## src/vpsc_pkg.sv

```systemverilog
// Shared types and constants for the velocity PID share controller.
// Used by every module of the block; depends on nothing else.
`default_nettype none

package vpsc_pkg;

  // Field widths
  localparam int GAIN_W  = 32;
  localparam int TGT_W   = 47;
  localparam int SHARE_W = 16;
  localparam int ERR_W   = 48;
  localparam int DIFF_W  = 49;  // first difference of the error
  localparam int DD_W    = 50;  // second difference of the error

  // Configuration port
  localparam int CFG_IDX_W  = 3;
  localparam int CFG_DATA_W = 47;

  localparam logic [CFG_IDX_W-1:0] REG_GAIN_P     = 3'd0;
  localparam logic [CFG_IDX_W-1:0] REG_GAIN_I     = 3'd1;
  localparam logic [CFG_IDX_W-1:0] REG_GAIN_D     = 3'd2;
  localparam logic [CFG_IDX_W-1:0] REG_TARGET     = 3'd3;
  localparam logic [CFG_IDX_W-1:0] REG_START      = 3'd4;
  localparam logic [CFG_IDX_W-1:0] REG_SHARE_FLR  = 3'd5;
  localparam logic [CFG_IDX_W-1:0] REG_SHARE_CEIL = 3'd6;

  // Reset values
  localparam logic [GAIN_W-1:0]  GAIN_P_RST     = 32'd65536;
  localparam logic [SHARE_W-1:0] SHARES_RST     = 16'd100;
  localparam logic [SHARE_W-1:0] SHARE_FLR_RST  = 16'd1;
  localparam logic [SHARE_W-1:0] SHARE_CEIL_RST = 16'd1000;

  localparam int GAIN_FRAC_BITS_DEF = 16;

  // Digit-serial multiplier geometry
  localparam int DIGIT_W     = 8;
  localparam int MCAND_W     = 50;
  localparam int MPLR_W      = 88;
  localparam int PROD_W      = MCAND_W + MPLR_W;
  localparam int STEP_W      = 4;
  localparam int GAIN_STEPS  = GAIN_W / DIGIT_W;
  localparam int INNER_STEPS = MPLR_W / DIGIT_W;
  // A gain-sized multiplier leaves its product in the top bits of the result.
  localparam int SHORT_LSB   = MPLR_W - GAIN_W;

  // Bracketed sum of the increment, signed
  localparam int ACC_W = 83;

  // Increment saturation
  localparam int INC_W = 18;
  localparam logic [INC_W-1:0] INC_LIMIT = 18'd131072;

  typedef struct packed {
    logic [GAIN_W-1:0]  gain_p;
    logic [GAIN_W-1:0]  gain_i;
    logic [GAIN_W-1:0]  gain_d;
    logic [TGT_W-1:0]   target;
    logic [SHARE_W-1:0] share_floor;
    logic [SHARE_W-1:0] share_ceil;
    logic               shares_load;
    logic [SHARE_W-1:0] start_shares;
  } vpsc_cfg_t;

endpackage

`default_nettype wire

```

## src/vpsc_serial_mul.sv

```systemverilog
// Digit-serial unsigned multiplier: one multiplier digit per cycle, LSB first.
// Depends on vpsc_pkg for the digit and step-count widths.
`default_nettype none

module vpsc_serial_mul
  import vpsc_pkg::*;
#(
  parameter int MC_W = MCAND_W,
  parameter int MP_W = MPLR_W,
  parameter int DG_W = DIGIT_W
) (
  input  logic                 clk_i,
  input  logic                 rst_ni,
  input  logic                 start_i,
  input  logic [STEP_W-1:0]    steps_i,
  input  logic [MC_W-1:0]      mcand_i,
  input  logic [MP_W-1:0]      mplr_i,
  output logic                 busy_o,
  output logic                 done_o,
  output logic [MC_W+MP_W-1:0] prod_o
);

  localparam int SUM_W = MC_W + DG_W;

  logic              busy_q, busy_d;
  logic              done_q, done_d;
  logic [STEP_W-1:0] cnt_q, cnt_d;
  logic [MC_W-1:0]   mc_q;
  logic [MC_W-1:0]   ph_q;
  logic [MP_W-1:0]   pl_q;
  logic [SUM_W-1:0]  pp;
  logic [SUM_W-1:0]  sum;

  // High partial plus multiplicand times the current digit; the low digit
  // of the sum is final and shifts into the top of the low register.
  assign pp  = SUM_W'(mc_q) * SUM_W'(pl_q[DG_W-1:0]);
  assign sum = SUM_W'(ph_q) + pp;

  always_comb begin
    busy_d = busy_q;
    done_d = 1'b0;
    cnt_d  = cnt_q;
    if (start_i) begin
      busy_d = 1'b1;
      cnt_d  = steps_i;
    end else if (busy_q) begin
      cnt_d = cnt_q - STEP_W'(1);
      if (cnt_q == STEP_W'(1)) begin
        busy_d = 1'b0;
        done_d = 1'b1;
      end
    end
  end

  always_ff @(posedge clk_i or negedge rst_ni) begin
    if (!rst_ni) begin
      busy_q <= 1'b0;
      done_q <= 1'b0;
      cnt_q  <= '0;
    end else begin
      busy_q <= busy_d;
      done_q <= done_d;
      cnt_q  <= cnt_d;
    end
  end

  always_ff @(posedge clk_i) begin
    if (start_i) begin
      mc_q <= mcand_i;
      ph_q <= '0;
      pl_q <= mplr_i;
    end else if (busy_q) begin
      ph_q <= sum[SUM_W-1:DG_W];
      pl_q <= {sum[DG_W-1:0], pl_q[MP_W-1:DG_W]};
    end
  end

  assign busy_o = busy_q;
  assign done_o = done_q;
  assign prod_o = {ph_q, pl_q};

  a_last_step_done : assert property (@(posedge clk_i) disable iff (!rst_ni)
    (busy_q && !start_i && cnt_q == STEP_W'(1)) |=> (done_q && !busy_q))
    else $error("multiplier did not finish after its last digit");

  a_done_idle : assert property (@(posedge clk_i) disable iff (!rst_ni)
    done_q |-> ($past(busy_q) && !$past(start_i)))
    else $error("multiplier done without a running product");

  a_busy_has_steps : assert property (@(posedge clk_i) disable iff (!rst_ni)
    busy_q |-> (cnt_q != '0))
    else $error("multiplier running with no digits left");

endmodule

`default_nettype wire

```

## src/vpsc_cfg_regs.sv

```systemverilog
// Configuration register file of the velocity PID share controller.
// Depends on vpsc_pkg for register indexes, reset values and the config struct.
`default_nettype none

module vpsc_cfg_regs
  import vpsc_pkg::*;
(
  input  logic                  clk_i,
  input  logic                  rst_ni,
  input  logic                  cfg_valid_i,
  output logic                  cfg_ready_o,
  input  logic [CFG_IDX_W-1:0]  cfg_index_i,
  input  logic [CFG_DATA_W-1:0] cfg_data_i,
  output vpsc_cfg_t             cfg_o
);

  logic [GAIN_W-1:0]  gain_p_q, gain_i_q, gain_d_q;
  logic [TGT_W-1:0]   target_q;
  logic [SHARE_W-1:0] floor_q, ceil_q;
  logic               wr;

  assign cfg_ready_o = 1'b1;
  assign wr          = cfg_valid_i;

  always_ff @(posedge clk_i or negedge rst_ni) begin
    if (!rst_ni) begin
      gain_p_q <= GAIN_P_RST;
      gain_i_q <= '0;
      gain_d_q <= '0;
      target_q <= '0;
      floor_q  <= SHARE_FLR_RST;
      ceil_q   <= SHARE_CEIL_RST;
    end else if (wr) begin
      case (cfg_index_i)
        REG_GAIN_P:     gain_p_q <= cfg_data_i[GAIN_W-1:0];
        REG_GAIN_I:     gain_i_q <= cfg_data_i[GAIN_W-1:0];
        REG_GAIN_D:     gain_d_q <= cfg_data_i[GAIN_W-1:0];
        REG_TARGET:     target_q <= cfg_data_i[TGT_W-1:0];
        REG_SHARE_FLR:  floor_q  <= cfg_data_i[SHARE_W-1:0];
        REG_SHARE_CEIL: ceil_q   <= cfg_data_i[SHARE_W-1:0];
        default: ;
      endcase
    end
  end

  // The start value is not kept: a write loads the share state directly.
  always_comb begin
    cfg_o.gain_p       = gain_p_q;
    cfg_o.gain_i       = gain_i_q;
    cfg_o.gain_d       = gain_d_q;
    cfg_o.target       = target_q;
    cfg_o.share_floor  = floor_q;
    cfg_o.share_ceil   = ceil_q;
    cfg_o.shares_load  = wr && (cfg_index_i == REG_START);
    cfg_o.start_shares = cfg_data_i[SHARE_W-1:0];
  end

endmodule

`default_nettype wire

```

## src/velocity_pid_share_controller.sv

```systemverilog
// An accepted request runs to a registered result before a new request is taken;
// the finish state waits while a held result is stalled at the output.
// The work is done by the shared 8-bit digit-serial multiplier: 4 digits each for
// the integral and derivative gains, 11 digits for the proportional product.
// Reset (asynchronous, active low) clears the error history, loads 100 shares
// and restores the register defaults; the block then accepts at once.
`default_nettype none

module velocity_pid_share_controller
  import vpsc_pkg::*;
#(
  parameter int GAIN_FRAC_BITS = GAIN_FRAC_BITS_DEF
) (
  input  logic                     clk_i,
  input  logic                     rst_ni,
  input  logic                     in_valid_i,
  output logic                     in_stall_o,
  input  logic [TGT_W-1:0]         backlog_sample_i,
  output logic                     out_valid_o,
  input  logic                     out_stall_i,
  output logic [SHARE_W-1:0]       shares_o,
  output logic signed [ERR_W-1:0]  error_now_o,
  input  logic                     cfg_valid_i,
  output logic                     cfg_ready_o,
  input  logic [CFG_IDX_W-1:0]     cfg_index_i,
  input  logic [CFG_DATA_W-1:0]    cfg_data_i
);

  localparam logic [3:0] S_IDLE  = 4'd0;
  localparam logic [3:0] S_DIFF  = 4'd1;
  localparam logic [3:0] S_D2    = 4'd2;
  localparam logic [3:0] S_MUL_I = 4'd3;
  localparam logic [3:0] S_MUL_D = 4'd4;
  localparam logic [3:0] S_MAG   = 4'd5;
  localparam logic [3:0] S_MUL_P = 4'd6;
  localparam logic [3:0] S_FIN   = 4'd7;

  localparam int SUM_W = INC_W + 2;
  localparam int Q_LSB = 2 * GAIN_FRAC_BITS;

  vpsc_cfg_t cfg;

  logic [3:0]         state_q, state_d;
  logic [ERR_W-1:0]   e_q, e_d, e1_q, e2_q;
  logic [DIFF_W-1:0]  d1_q, d1_d, dt_q, dt_d;
  logic [DD_W-1:0]    d2_q, d2_d;
  logic [ACC_W-1:0]   acc_q, acc_d;
  logic               neg_q, neg_d;
  logic [INC_W:0]     inc_q, inc_d;
  logic [SHARE_W-1:0] share_q;
  logic               out_valid_q;
  logic [SHARE_W-1:0] out_shares_q;
  logic [ERR_W-1:0]   out_err_q;
  logic               fin_fire;

  logic               mul_start;
  logic [STEP_W-1:0]  mul_steps;
  logic [MCAND_W-1:0] mul_mcand;
  logic [MPLR_W-1:0]  mul_mplr;
  logic               mul_busy;
  logic               mul_done;
  logic [PROD_W-1:0]  mul_prod;

  logic [ERR_W-1:0]   e_mag;
  logic [DD_W-1:0]    d2_mag;
  logic [ACC_W-1:0]   acc_mag;
  logic [GAIN_W-1:0]  gi_mag, gd_mag, gp_mag;
  logic [ACC_W-1:0]   pe;
  logic [ACC_W-1:0]   acc_acc;
  logic               hi_nz;
  logic [INC_W-1:0]   q_lo, inc_mag;
  logic [SUM_W-1:0]   sum_raw, sum_hi, ceil_x, floor_x;
  logic [SHARE_W-1:0] share_new;

  vpsc_cfg_regs u_cfg (
    .clk_i       (clk_i),
    .rst_ni      (rst_ni),
    .cfg_valid_i (cfg_valid_i),
    .cfg_ready_o (cfg_ready_o),
    .cfg_index_i (cfg_index_i),
    .cfg_data_i  (cfg_data_i),
    .cfg_o       (cfg)
  );

  vpsc_serial_mul #(
    .MC_W (MCAND_W),
    .MP_W (MPLR_W),
    .DG_W (DIGIT_W)
  ) u_mul (
    .clk_i   (clk_i),
    .rst_ni  (rst_ni),
    .start_i (mul_start),
    .steps_i (mul_steps),
    .mcand_i (mul_mcand),
    .mplr_i  (mul_mplr),
    .busy_o  (mul_busy),
    .done_o  (mul_done),
    .prod_o  (mul_prod)
  );

  // Magnitudes; the multiplier works on unsigned operands and neg_q keeps the sign.
  assign e_mag   = e_q[ERR_W-1] ? (~e_q + ERR_W'(1)) : e_q;
  assign d2_mag  = d2_q[DD_W-1] ? (~d2_q + DD_W'(1)) : d2_q;
  assign acc_mag = acc_q[ACC_W-1] ? (~acc_q + ACC_W'(1)) : acc_q;
  assign gi_mag  = cfg.gain_i[GAIN_W-1] ? (~cfg.gain_i + GAIN_W'(1)) : cfg.gain_i;
  assign gd_mag  = cfg.gain_d[GAIN_W-1] ? (~cfg.gain_d + GAIN_W'(1)) : cfg.gain_d;
  assign gp_mag  = cfg.gain_p[GAIN_W-1] ? (~cfg.gain_p + GAIN_W'(1)) : cfg.gain_p;

  // Gain products sit in the top bits of the multiplier result.
  assign pe      = ACC_W'(mul_prod[PROD_W-1:SHORT_LSB]);
  assign acc_acc = neg_q ? (acc_q - pe) : (acc_q + pe);

  // Drop the 2F fraction bits and saturate the magnitude of the increment.
  assign hi_nz   = |(mul_prod >> (Q_LSB + INC_W));
  assign q_lo    = mul_prod[Q_LSB +: INC_W];
  assign inc_mag = (hi_nz || (q_lo > INC_LIMIT)) ? INC_LIMIT : q_lo;

  // Ceiling clamp first, then floor, on a signed sum that cannot overflow.
  assign sum_raw = {{(SUM_W-SHARE_W){1'b0}}, share_q} + {inc_q[INC_W], inc_q};
  assign ceil_x  = {{(SUM_W-SHARE_W){1'b0}}, cfg.share_ceil};
  assign floor_x = {{(SUM_W-SHARE_W){1'b0}}, cfg.share_floor};
  assign sum_hi  = ($signed(sum_raw) > $signed(ceil_x)) ? ceil_x : sum_raw;
  assign share_new = ($signed(sum_hi) < $signed(floor_x)) ? cfg.share_floor
                                                          : sum_hi[SHARE_W-1:0];

  always_comb begin
    state_d   = state_q;
    e_d       = e_q;
    d1_d      = d1_q;
    dt_d      = dt_q;
    d2_d      = d2_q;
    acc_d     = acc_q;
    neg_d     = neg_q;
    inc_d     = inc_q;
    fin_fire  = 1'b0;
    mul_start = 1'b0;
    mul_steps = STEP_W'(GAIN_STEPS);
    mul_mcand = '0;
    mul_mplr  = '0;
    case (state_q)
      S_IDLE: begin
        if (in_valid_i) begin
          e_d     = {1'b0, cfg.target} - {1'b0, backlog_sample_i};
          state_d = S_DIFF;
        end
      end
      S_DIFF: begin
        d1_d    = {e_q[ERR_W-1], e_q} - {e1_q[ERR_W-1], e1_q};
        dt_d    = {e2_q[ERR_W-1], e2_q} - {e1_q[ERR_W-1], e1_q};
        state_d = S_D2;
      end
      S_D2: begin
        d2_d      = {d1_q[DIFF_W-1], d1_q} + {dt_q[DIFF_W-1], dt_q};
        acc_d     = {{(ACC_W-DIFF_W){d1_q[DIFF_W-1]}}, d1_q} << GAIN_FRAC_BITS;
        mul_start = 1'b1;
        mul_mcand = MCAND_W'(e_mag);
        mul_mplr  = MPLR_W'(gi_mag);
        neg_d     = e_q[ERR_W-1] ^ cfg.gain_i[GAIN_W-1];
        state_d   = S_MUL_I;
      end
      S_MUL_I: begin
        if (mul_done) begin
          acc_d     = acc_acc;
          mul_start = 1'b1;
          mul_mcand = MCAND_W'(d2_mag);
          mul_mplr  = MPLR_W'(gd_mag);
          neg_d     = d2_q[DD_W-1] ^ cfg.gain_d[GAIN_W-1];
          state_d   = S_MUL_D;
        end
      end
      S_MUL_D: begin
        if (mul_done) begin
          acc_d   = acc_acc;
          state_d = S_MAG;
        end
      end
      S_MAG: begin
        mul_start = 1'b1;
        mul_steps = STEP_W'(INNER_STEPS);
        mul_mcand = MCAND_W'(gp_mag);
        mul_mplr  = MPLR_W'(acc_mag);
        neg_d     = acc_q[ACC_W-1] ^ cfg.gain_p[GAIN_W-1];
        state_d   = S_MUL_P;
      end
      S_MUL_P: begin
        if (mul_done) begin
          inc_d   = neg_q ? (~{1'b0, inc_mag} + (INC_W+1)'(1)) : {1'b0, inc_mag};
          state_d = S_FIN;
        end
      end
      S_FIN: begin
        if (!out_valid_q || !out_stall_i) begin
          fin_fire = 1'b1;
          state_d  = S_IDLE;
        end
      end
      default: state_d = S_IDLE;
    endcase
  end

  always_ff @(posedge clk_i or negedge rst_ni) begin
    if (!rst_ni) begin
      state_q     <= S_IDLE;
      out_valid_q <= 1'b0;
      e1_q        <= '0;
      e2_q        <= '0;
      share_q     <= SHARES_RST;
    end else begin
      state_q <= state_d;
      if (fin_fire) begin
        out_valid_q <= 1'b1;
      end else if (!out_stall_i) begin
        out_valid_q <= 1'b0;
      end
      if (fin_fire) begin
        e2_q    <= e1_q;
        e1_q    <= e_q;
        share_q <= share_new;
      end else if (cfg.shares_load) begin
        share_q <= cfg.start_shares;
      end
    end
  end

  always_ff @(posedge clk_i) begin
    e_q   <= e_d;
    d1_q  <= d1_d;
    dt_q  <= dt_d;
    d2_q  <= d2_d;
    acc_q <= acc_d;
    neg_q <= neg_d;
    inc_q <= inc_d;
    if (fin_fire) begin
      out_shares_q <= share_new;
      out_err_q    <= e_q;
    end
  end

  assign in_stall_o  = (state_q != S_IDLE);
  assign out_valid_o = out_valid_q;
  assign shares_o    = out_shares_q;
  assign error_now_o = out_err_q;

  a_idle_mul_quiet : assert property (@(posedge clk_i) disable iff (!rst_ni)
    !in_stall_o |-> !mul_busy)
    else $error("request taken while the multiplier is still running");

  a_done_in_mul : assert property (@(posedge clk_i) disable iff (!rst_ni)
    mul_done |-> (state_q == S_MUL_I || state_q == S_MUL_D || state_q == S_MUL_P))
    else $error("multiplier finished outside a multiply step");

  a_fin_result : assert property (@(posedge clk_i) disable iff (!rst_ni)
    fin_fire |=> (out_valid_q && state_q == S_IDLE))
    else $error("finished item did not reach the output register");

endmodule

`default_nettype wire
```

## config.mk

```make
export PLATFORM = sky130hd
export DESIGN_NAME = velocity_pid_share_controller
export DESIGN_NICKNAME = d
export VERILOG_FILES = /design/src/vpsc_pkg.sv /design/src/vpsc_serial_mul.sv /design/src/vpsc_cfg_regs.sv /design/src/velocity_pid_share_controller.sv
export SDC_FILE = /design/constraint.sdc
export NUM_CORES = 2
export LEC_CHECK = 0
export BUFFER_PORTS_ARGS = -buffer_cell sky130_fd_sc_hd__buf_2
export CAP_MARGIN = 15
export CORE_ASPECT_RATIO = 1.5
export CORE_MARGIN = 1
export CORE_UTILIZATION = 56
export CTS_CLUSTER_DIAMETER = 60
export DETAILED_ROUTE_END_ITERATION = 10
export GPL_ROUTABILITY_DRIVEN = 1
export GPL_TIMING_DRIVEN = 0
export PLACE_DENSITY = 0.84
export SLEW_MARGIN = 20
export SYNTH_ARGS = -nofsm -noshare
export SYNTH_HDL_FRONTEND = slang
export SYNTH_SLANG_ARGS = --single-unit
```

## constraint.sdc

```tcl
create_clock -name clk_i -period 8 [get_ports clk_i]
set_clock_uncertainty 0.05 [all_clocks]
set_input_delay 1.6 -clock clk_i [delete_from_list [all_inputs] [get_ports clk_i]]
set_output_delay 1.6 -clock clk_i [all_outputs]
set_load 0.1 [all_outputs]
```

# Word level (Yosys, flattened, before mapping)
# Cells that the tools add are included.
[totals] inputBits=102 elab_cells=148 register_bits=849 out_inout_bits=67
[op_classes] n_eq_ne=21 multipliers=1 n_addsub=16 n_mux=44 n_reduce_logical=26 magnitude_cmp=3 bitwise=10
[ops] operator="83-bit two-way mux" n=3
[ops] operator="83-bit one-hot mux with 3 select lines" n=1
[ops] operator="88-bit two-way mux" n=2
[ops] operator="83-bit one-hot mux with 2 select lines" n=1
[ops] operator="50-bit one-hot mux with 3 select lines" n=1
[ops] operator="32-bit two-way mux" n=4
[ops] operator="50-bit two-way mux" n=2
[ops] operator="48-bit by 48-bit subtractor with 49-bit output" n=2
[ops] operator="32-bit by 1-bit adder with 32-bit output, second input constant" n=3
[ops] operator="32-bit NOT" n=3
[ops] operator="88-bit OR reduction" n=1
[ops] operator="83-bit by 1-bit adder with 83-bit output, second input constant" n=1
[ops] operator="83-bit by 82-bit adder with 83-bit output" n=1
[ops] operator="83-bit NOT" n=1
[ops] operator="83-bit by 82-bit subtractor with 83-bit output" n=1
[ops] operator="50-bit by 58-bit adder with 58-bit output" n=1
[ops] operator="50-bit by 8-bit multiplier with 58-bit output" n=1
[ops] operator="49-bit by 49-bit adder with 50-bit output" n=1
[ops] operator="50-bit by 1-bit adder with 50-bit output, second input constant" n=1
[ops] operator="50-bit NOT" n=1
[ops] operator="48-bit by 1-bit adder with 48-bit output, second input constant" n=1
[ops] operator="16-bit two-way mux" n=3
[ops] operator="48-bit two-way mux" n=1
[ops] operator="48-bit NOT" n=1
[ops] operator="other kinds (35)" n=83

# Depth between registers and ports, before layout
[logic_depth] depth_word=6 ltp_mapped=36 mapped_depth_nobuf=33

# By module
# From an unflattened synthesis, not the netlist that was laid out.
[unflattened] hier_cells=7253 hier_area_um2=69741.9
[by_module_without_submodules] module="velocity_pid_share_controller" area_per_inst_um2=41826.4 seq_area_each_um2=13807.0 instances=1 cells_per_inst=4800
[by_module_without_submodules] module="vpsc_serial_mul" area_per_inst_um2=21006.4 seq_area_each_um2=5295.1 instances=1 cells_per_inst=2055
[by_module_without_submodules] module="vpsc_cfg_regs" area_per_inst_um2=6909.1 seq_area_each_um2=4389.2 instances=1 cells_per_inst=398

# Least setup slack after synthesis
# No wires, ideal clock.
[synth_path] kind="register to register" from="register state_q[2]" to="register d1_q[0], enable pin" path_slack_ns=-0.681 t_required_ns=7.255 path_stages_with_launch=4 arrival_ns=7.936 path_buffers=2 setup_ns=0.695 period_less_slack_ns=8.681 path_cell_list="dfrtp_1 -> clkbuf_1 -> buf_1 -> nor3b_1"
[synth_via] elab_chain_len=1
[synth_rtl] element="start, declared" line="velocity_pid_share_controller.sv:43" text="logic [3:0] state_q, state_d;"
[synth_rtl] element="start signal, assigned" line="velocity_pid_share_controller.sv:209" text="state_q <= state_d;"
[synth_rtl] element="4-bit by 1-bit == test with 1-bit output" line="velocity_pid_share_controller.sv:140" text="case (state_q)"
[synth_rtl] element="end signal, assigned" line="velocity_pid_share_controller.sv:227" text="d1_q <= d1_d;"
[synth_rtl] element="end, declared" line="velocity_pid_share_controller.sv:45" text="logic [DIFF_W-1:0] d1_q, d1_d, dt_q, dt_d;"
# No other way between the ends.
# A chain may end at the register's enable or synchronous reset.

# Worst setup path after layout
[layout_path] from="register u_mul.pl_q[7]" to="register u_mul.ph_q[32]"
[layout_via] elab_chain_len=2
[layout_rtl] element="start, declared" line="vpsc_serial_mul.sv:30" text="logic [MP_W-1:0] pl_q;"
[layout_rtl] element="start signal, assigned" line="vpsc_serial_mul.sv:71" text="pl_q <= mplr_i;"
[layout_rtl] element="start signal, assigned" line="vpsc_serial_mul.sv:74" text="pl_q <= {sum[DG_W-1:0], pl_q[MP_W-1:DG_W]};"
[layout_rtl] element="50-bit by 8-bit multiplier with 58-bit output" line="vpsc_serial_mul.sv:36" text="assign pp = SUM_W'(mc_q) * SUM_W'(pl_q[DG_W-1:0]);"
[layout_rtl] element="50-bit by 58-bit adder with 58-bit output" line="vpsc_serial_mul.sv:37" text="assign sum = SUM_W'(ph_q) + pp;"
[layout_rtl] element="end signal, assigned" line="vpsc_serial_mul.sv:73" text="ph_q <= sum[SUM_W-1:DG_W];"
[layout_rtl] element="end, declared" line="vpsc_serial_mul.sv:29" text="logic [MC_W-1:0] ph_q;"
# No other way between the ends.

==> out/qor.yml <==
sta:
  tightest_slew_ns: 1.237
  post-route-period-util: 0.9638
  fmax_mhz: 129.7
  fin_tns_setup_ns: 0
  whs_ns: 0.4335
  drv_slew: 0
  slew_headroom: 0.1542
  layout_min_cycle_time_ns: 7.711
  setup_viol: 0
  hold_violations: 0
route:
  antenna_left: 0
  met1_length_mm: 80.94
  wl_met2_mm: 119.0
  viasPerCell: 6.494
  drt_wl_total_mm: 247.3
  num_vias: 59170
  drtIter0Drc: 5663
  drt-wirelength-per-cell_um: 27.14
  firstDrtPassIters: 6
  top_layer: "met5"
  wl_met3_mm: 19.66
  post-route-drc-count: 0
cts:
  ctsHoldBuffers: 0
  h-tree-depth: 3
  cts_tree: "built"
  clk_pin_slew_ns: 0.06
  cts-resized-gates: 2
  cts_buffer_depth: 3
  post_cts_buffers: 0
  cts_buffers: 90
  numClockSinks: 848
  clk_latency_ns: 0.75
  cts_root_buffer: "clkbuf_16"
yosys:
  yosysSeqAreaShare: 0.3442
  synth_common_cells: "nand2_1 (780), inv_1 (538), o21ai_0 (537), edfxtp_1 (501), ha_1 (409)"
  synth_top_area_cell: "edfxtp_1"
  synth_enable_flop_cells: 501
  yosysTopAreaCellShare: 0.2204
  ys_types: 92
  synthTopCellsByArea: "edfxtp_1 (22%), dfrtp_1 (10%), fa_1 (10%), ha_1 (7.5%), xnor2_1 (4.8%)"
  synth_area_um2: 68250
  synth_area_per_cell_um2: 9.521
  syn_inst: 7168
  synth_fp_nets: 8023
  synth.most_common_cell: "nand2_1"
  ys_seq_elements: 848
  synth_async_sr_flop_share: 0.3502
  yosysWarningCount: 0
  synthFlopType: "edfxtp_1"
power:
  p_leak_nw: 30.34
  ir_worst_vdd_mv: 0.2069
  total_power_mw: 11.24
  powerDensity_nw_per_um2: 150.5
status:
  status: "finished clean"
floorplan:
  io_pins: 169
  die_h_um: 429.6
  dieArea_um2: 123300
  core_area_um2: 120600
  placement_rows: 156
  dieWidth_um: 287.0
  initial_core_util: 0.5658
worst_setup_path:
  worst_setup_path_end_kind: "register"
  critPathLaunchType: "register"
  cp.required_ns: 8.59
  criticalPathCategory: "reg2reg"
  path_max_fanout: 10
  reg2reg_slack_ns: 0.29
  timing.rr.end: "u_mul.ph_q[32]"
  crit_arrival_ns: 8.30
  reg2reg_depth: 20
  r2r_start: "u_mul.pl_q[7]"
layout:
  nFillCells: 9866
  utilization: 0.6193
  finalNetCount: 8300
  area_delta_synth_final_pct: 9.458
  drive_gt1_frac: 0.08560
global_routing:
  grt_pass1_wl_mm: 364.3
  antenna_found_initial: 14
  grt_overflow_total: 0
  grt.total_usage: 0.3982
  grt_pass1_vias: 59760
  grt_max_degree: 105
placement:
  dp_hpwl_mm: 197.1
  io_buffers: 165
  routabilityCongestion: 1.156
hold_path:
  hold_path_class: "reg2reg"
  whs_path_depth: 2
  hp-start: "e2_q[31]"
  whs_endpoint: "e2_q[31]"
job:
  cap_viol_max_count: 0
[sequential cells by signal, indices dropped and copies added (netlist names), 4 cells and up]
register and flops:
e2_q 48, u_cfg.gain_i_q 32, d2_q 50, e1_q 48, u_mul.cnt_q 4, error_now_o 48
u_cfg.floor_q 16, u_cfg.target_q 47, acc_q 83, inc_q 19, u_mul.ph_q 50, u_cfg.gain_d_q 32
share_q 16, u_cfg.gain_p_q 32, u_mul.mc_q 50, shares_o 16, u_cfg.ceil_q 16, e_q 48
u_mul.pl_q 88, d1_q 49, dt_q 49
[worst max-delay path by stage]
| stage | end | depth (start not counted) | from | slack (ns) |
|---|---|---|---|---|
| 2_1_floorplan | acc_q[0] | 7 | state_q[1] | 0.11 |
| 3_3_place_gp | acc_q[72] | 7 | state_q[1] | -4.12 |
| 3_5_place_dp | shares_o[7] | 32 | inc_q[0] | -0.11 |
| 4_1_cts | share_q[8] | 35 | inc_q[0] | 0.04 |
| 5_1_grt | shares_o[7] | 33 | inc_q[0] | -0.03 |
| 6_report | u_mul.ph_q[32] | 20 | u_mul.pl_q[7] | 0.29 |
[critical path: stages (launching register included)]
cell and delay, ns:
edfxtp_1 0.33, clkbuf_1 0.45, clkdlybuf4s15_1 0.92, nand2_1 0.20
fa_1 0.59, inv_1 0.06, fa_1 0.51, fa_1 0.54
fa_1 0.52, ha_1 0.39, a21o_1 0.20, a21o_1 0.19
a21oi_1 0.22, o21ai_0 0.18, o21ai_0 0.29, o21ai_0 0.25
a31oi_2 0.63, o21ai_0 0.33, a21oi_1 0.34, mux2_2 0.41
o31ai_1 0.07
[layout make-up]
cell class	instances	area [µm²]	share of cell area
multi-input combinational	5501	41740	0.5588
sequential	848	23490	0.3145
clock buffer	111	2457	0.03290
inverter	539	2023	0.02708
tap	1580	1977	0.02646
timing repair buffer	185	1230	0.01646
buffer	280	1092	0.01462
clock inverter	59	668.1	0.008944
antenna	8	20.02	0.0002680
[power by group]
part	total (mW)	switching [mW]	internal, mW	leakage, nW
Clock	4.51	2.04	2.47	1.52
Combinational	1.63	0.943	0.682	20.6
Sequential	5.11	0.242	4.86	8.26
Total	11.2	3.22	8.02	30.3
[layer usage]
metal | global-route usage | vias up
met4 | 0.3815 | 8
met5 | 0 | -
met3 | 0.07646 | 1174
li1 | - | 26020
met1 | 0.4137 | 28670
met2 | 0.6672 | 3298
[kinds of logic (layout without fill, tap and decap cells)]
| family | Yosys count | count (layout) | synth area share |
|---|---|---|---|
| buffers and inverters | 819 | 1174 | 0.04523 |
| multiplexers | 221 | 221 | 0.03595 |
| adder cells (fa/ha/maj) | 753 | 753 | 0.1759 |
| other | 1 | 9 | 0.00005495 |
| flip-flops | 848 | 848 | 0.3442 |
| XOR/XNOR | 640 | 640 | 0.08213 |
| AO/OA/AOI/OAI | 1826 | 1826 | 0.1703 |
| AND/OR/NAND/NOR | 2060 | 2060 | 0.1462 |
[layout by cell type, fill, tap and decap left out, types with 41 or more instances in the layout]
cell type / synthesis / routed
nand2_1: 780 / 780
inv_1: 538 / 538
o21ai_0: 537 / 536
edfxtp_1: 501 / 501
ha_1: 409 / 409
a21oi_1: 403 / 403
xnor2_1: 377 / 377
nor2_1: 359 / 358
fa_1: 344 / 344
dfrtp_1: 286 / 286
xor2_1: 263 / 263
clkbuf_1: 251 / 252
a21o_1: 207 / 207
and2_1: 194 / 194
mux2_2: 193 / 193
buf_2: 1 / 166
nor3_1: 132 / 129
clkbuf_16: 0 / 94
o31ai_1: 91 / 91
nand3_1: 89 / 88
nand2b_1: 83 / 83
a31oi_1: 84 / 82
or3_1: 71 / 71
or4_1: 64 / 64
nor2b_1: 60 / 60
o21a_1: 58 / 58
and3_1: 54 / 54
o22ai_1: 51 / 51
dfxtp_1: 50 / 50
o21bai_1: 48 / 48
nand4_1: 48 / 48
o41ai_1: 48 / 47
nor4_1: 41 / 41
[per-stage QoR]
step                instance area, µm²  setup slack [ns]  instances
global route                     74690          -0.02503       9106
global placement                 71060            -4.125       8913
finish                           74700            0.2894       9111
detailed placement               71510           -0.1073       8933
floorplan                        68250            0.1076       7168
CTS                              74640           0.03770       9103
Power figures use the tool's default switching activity.
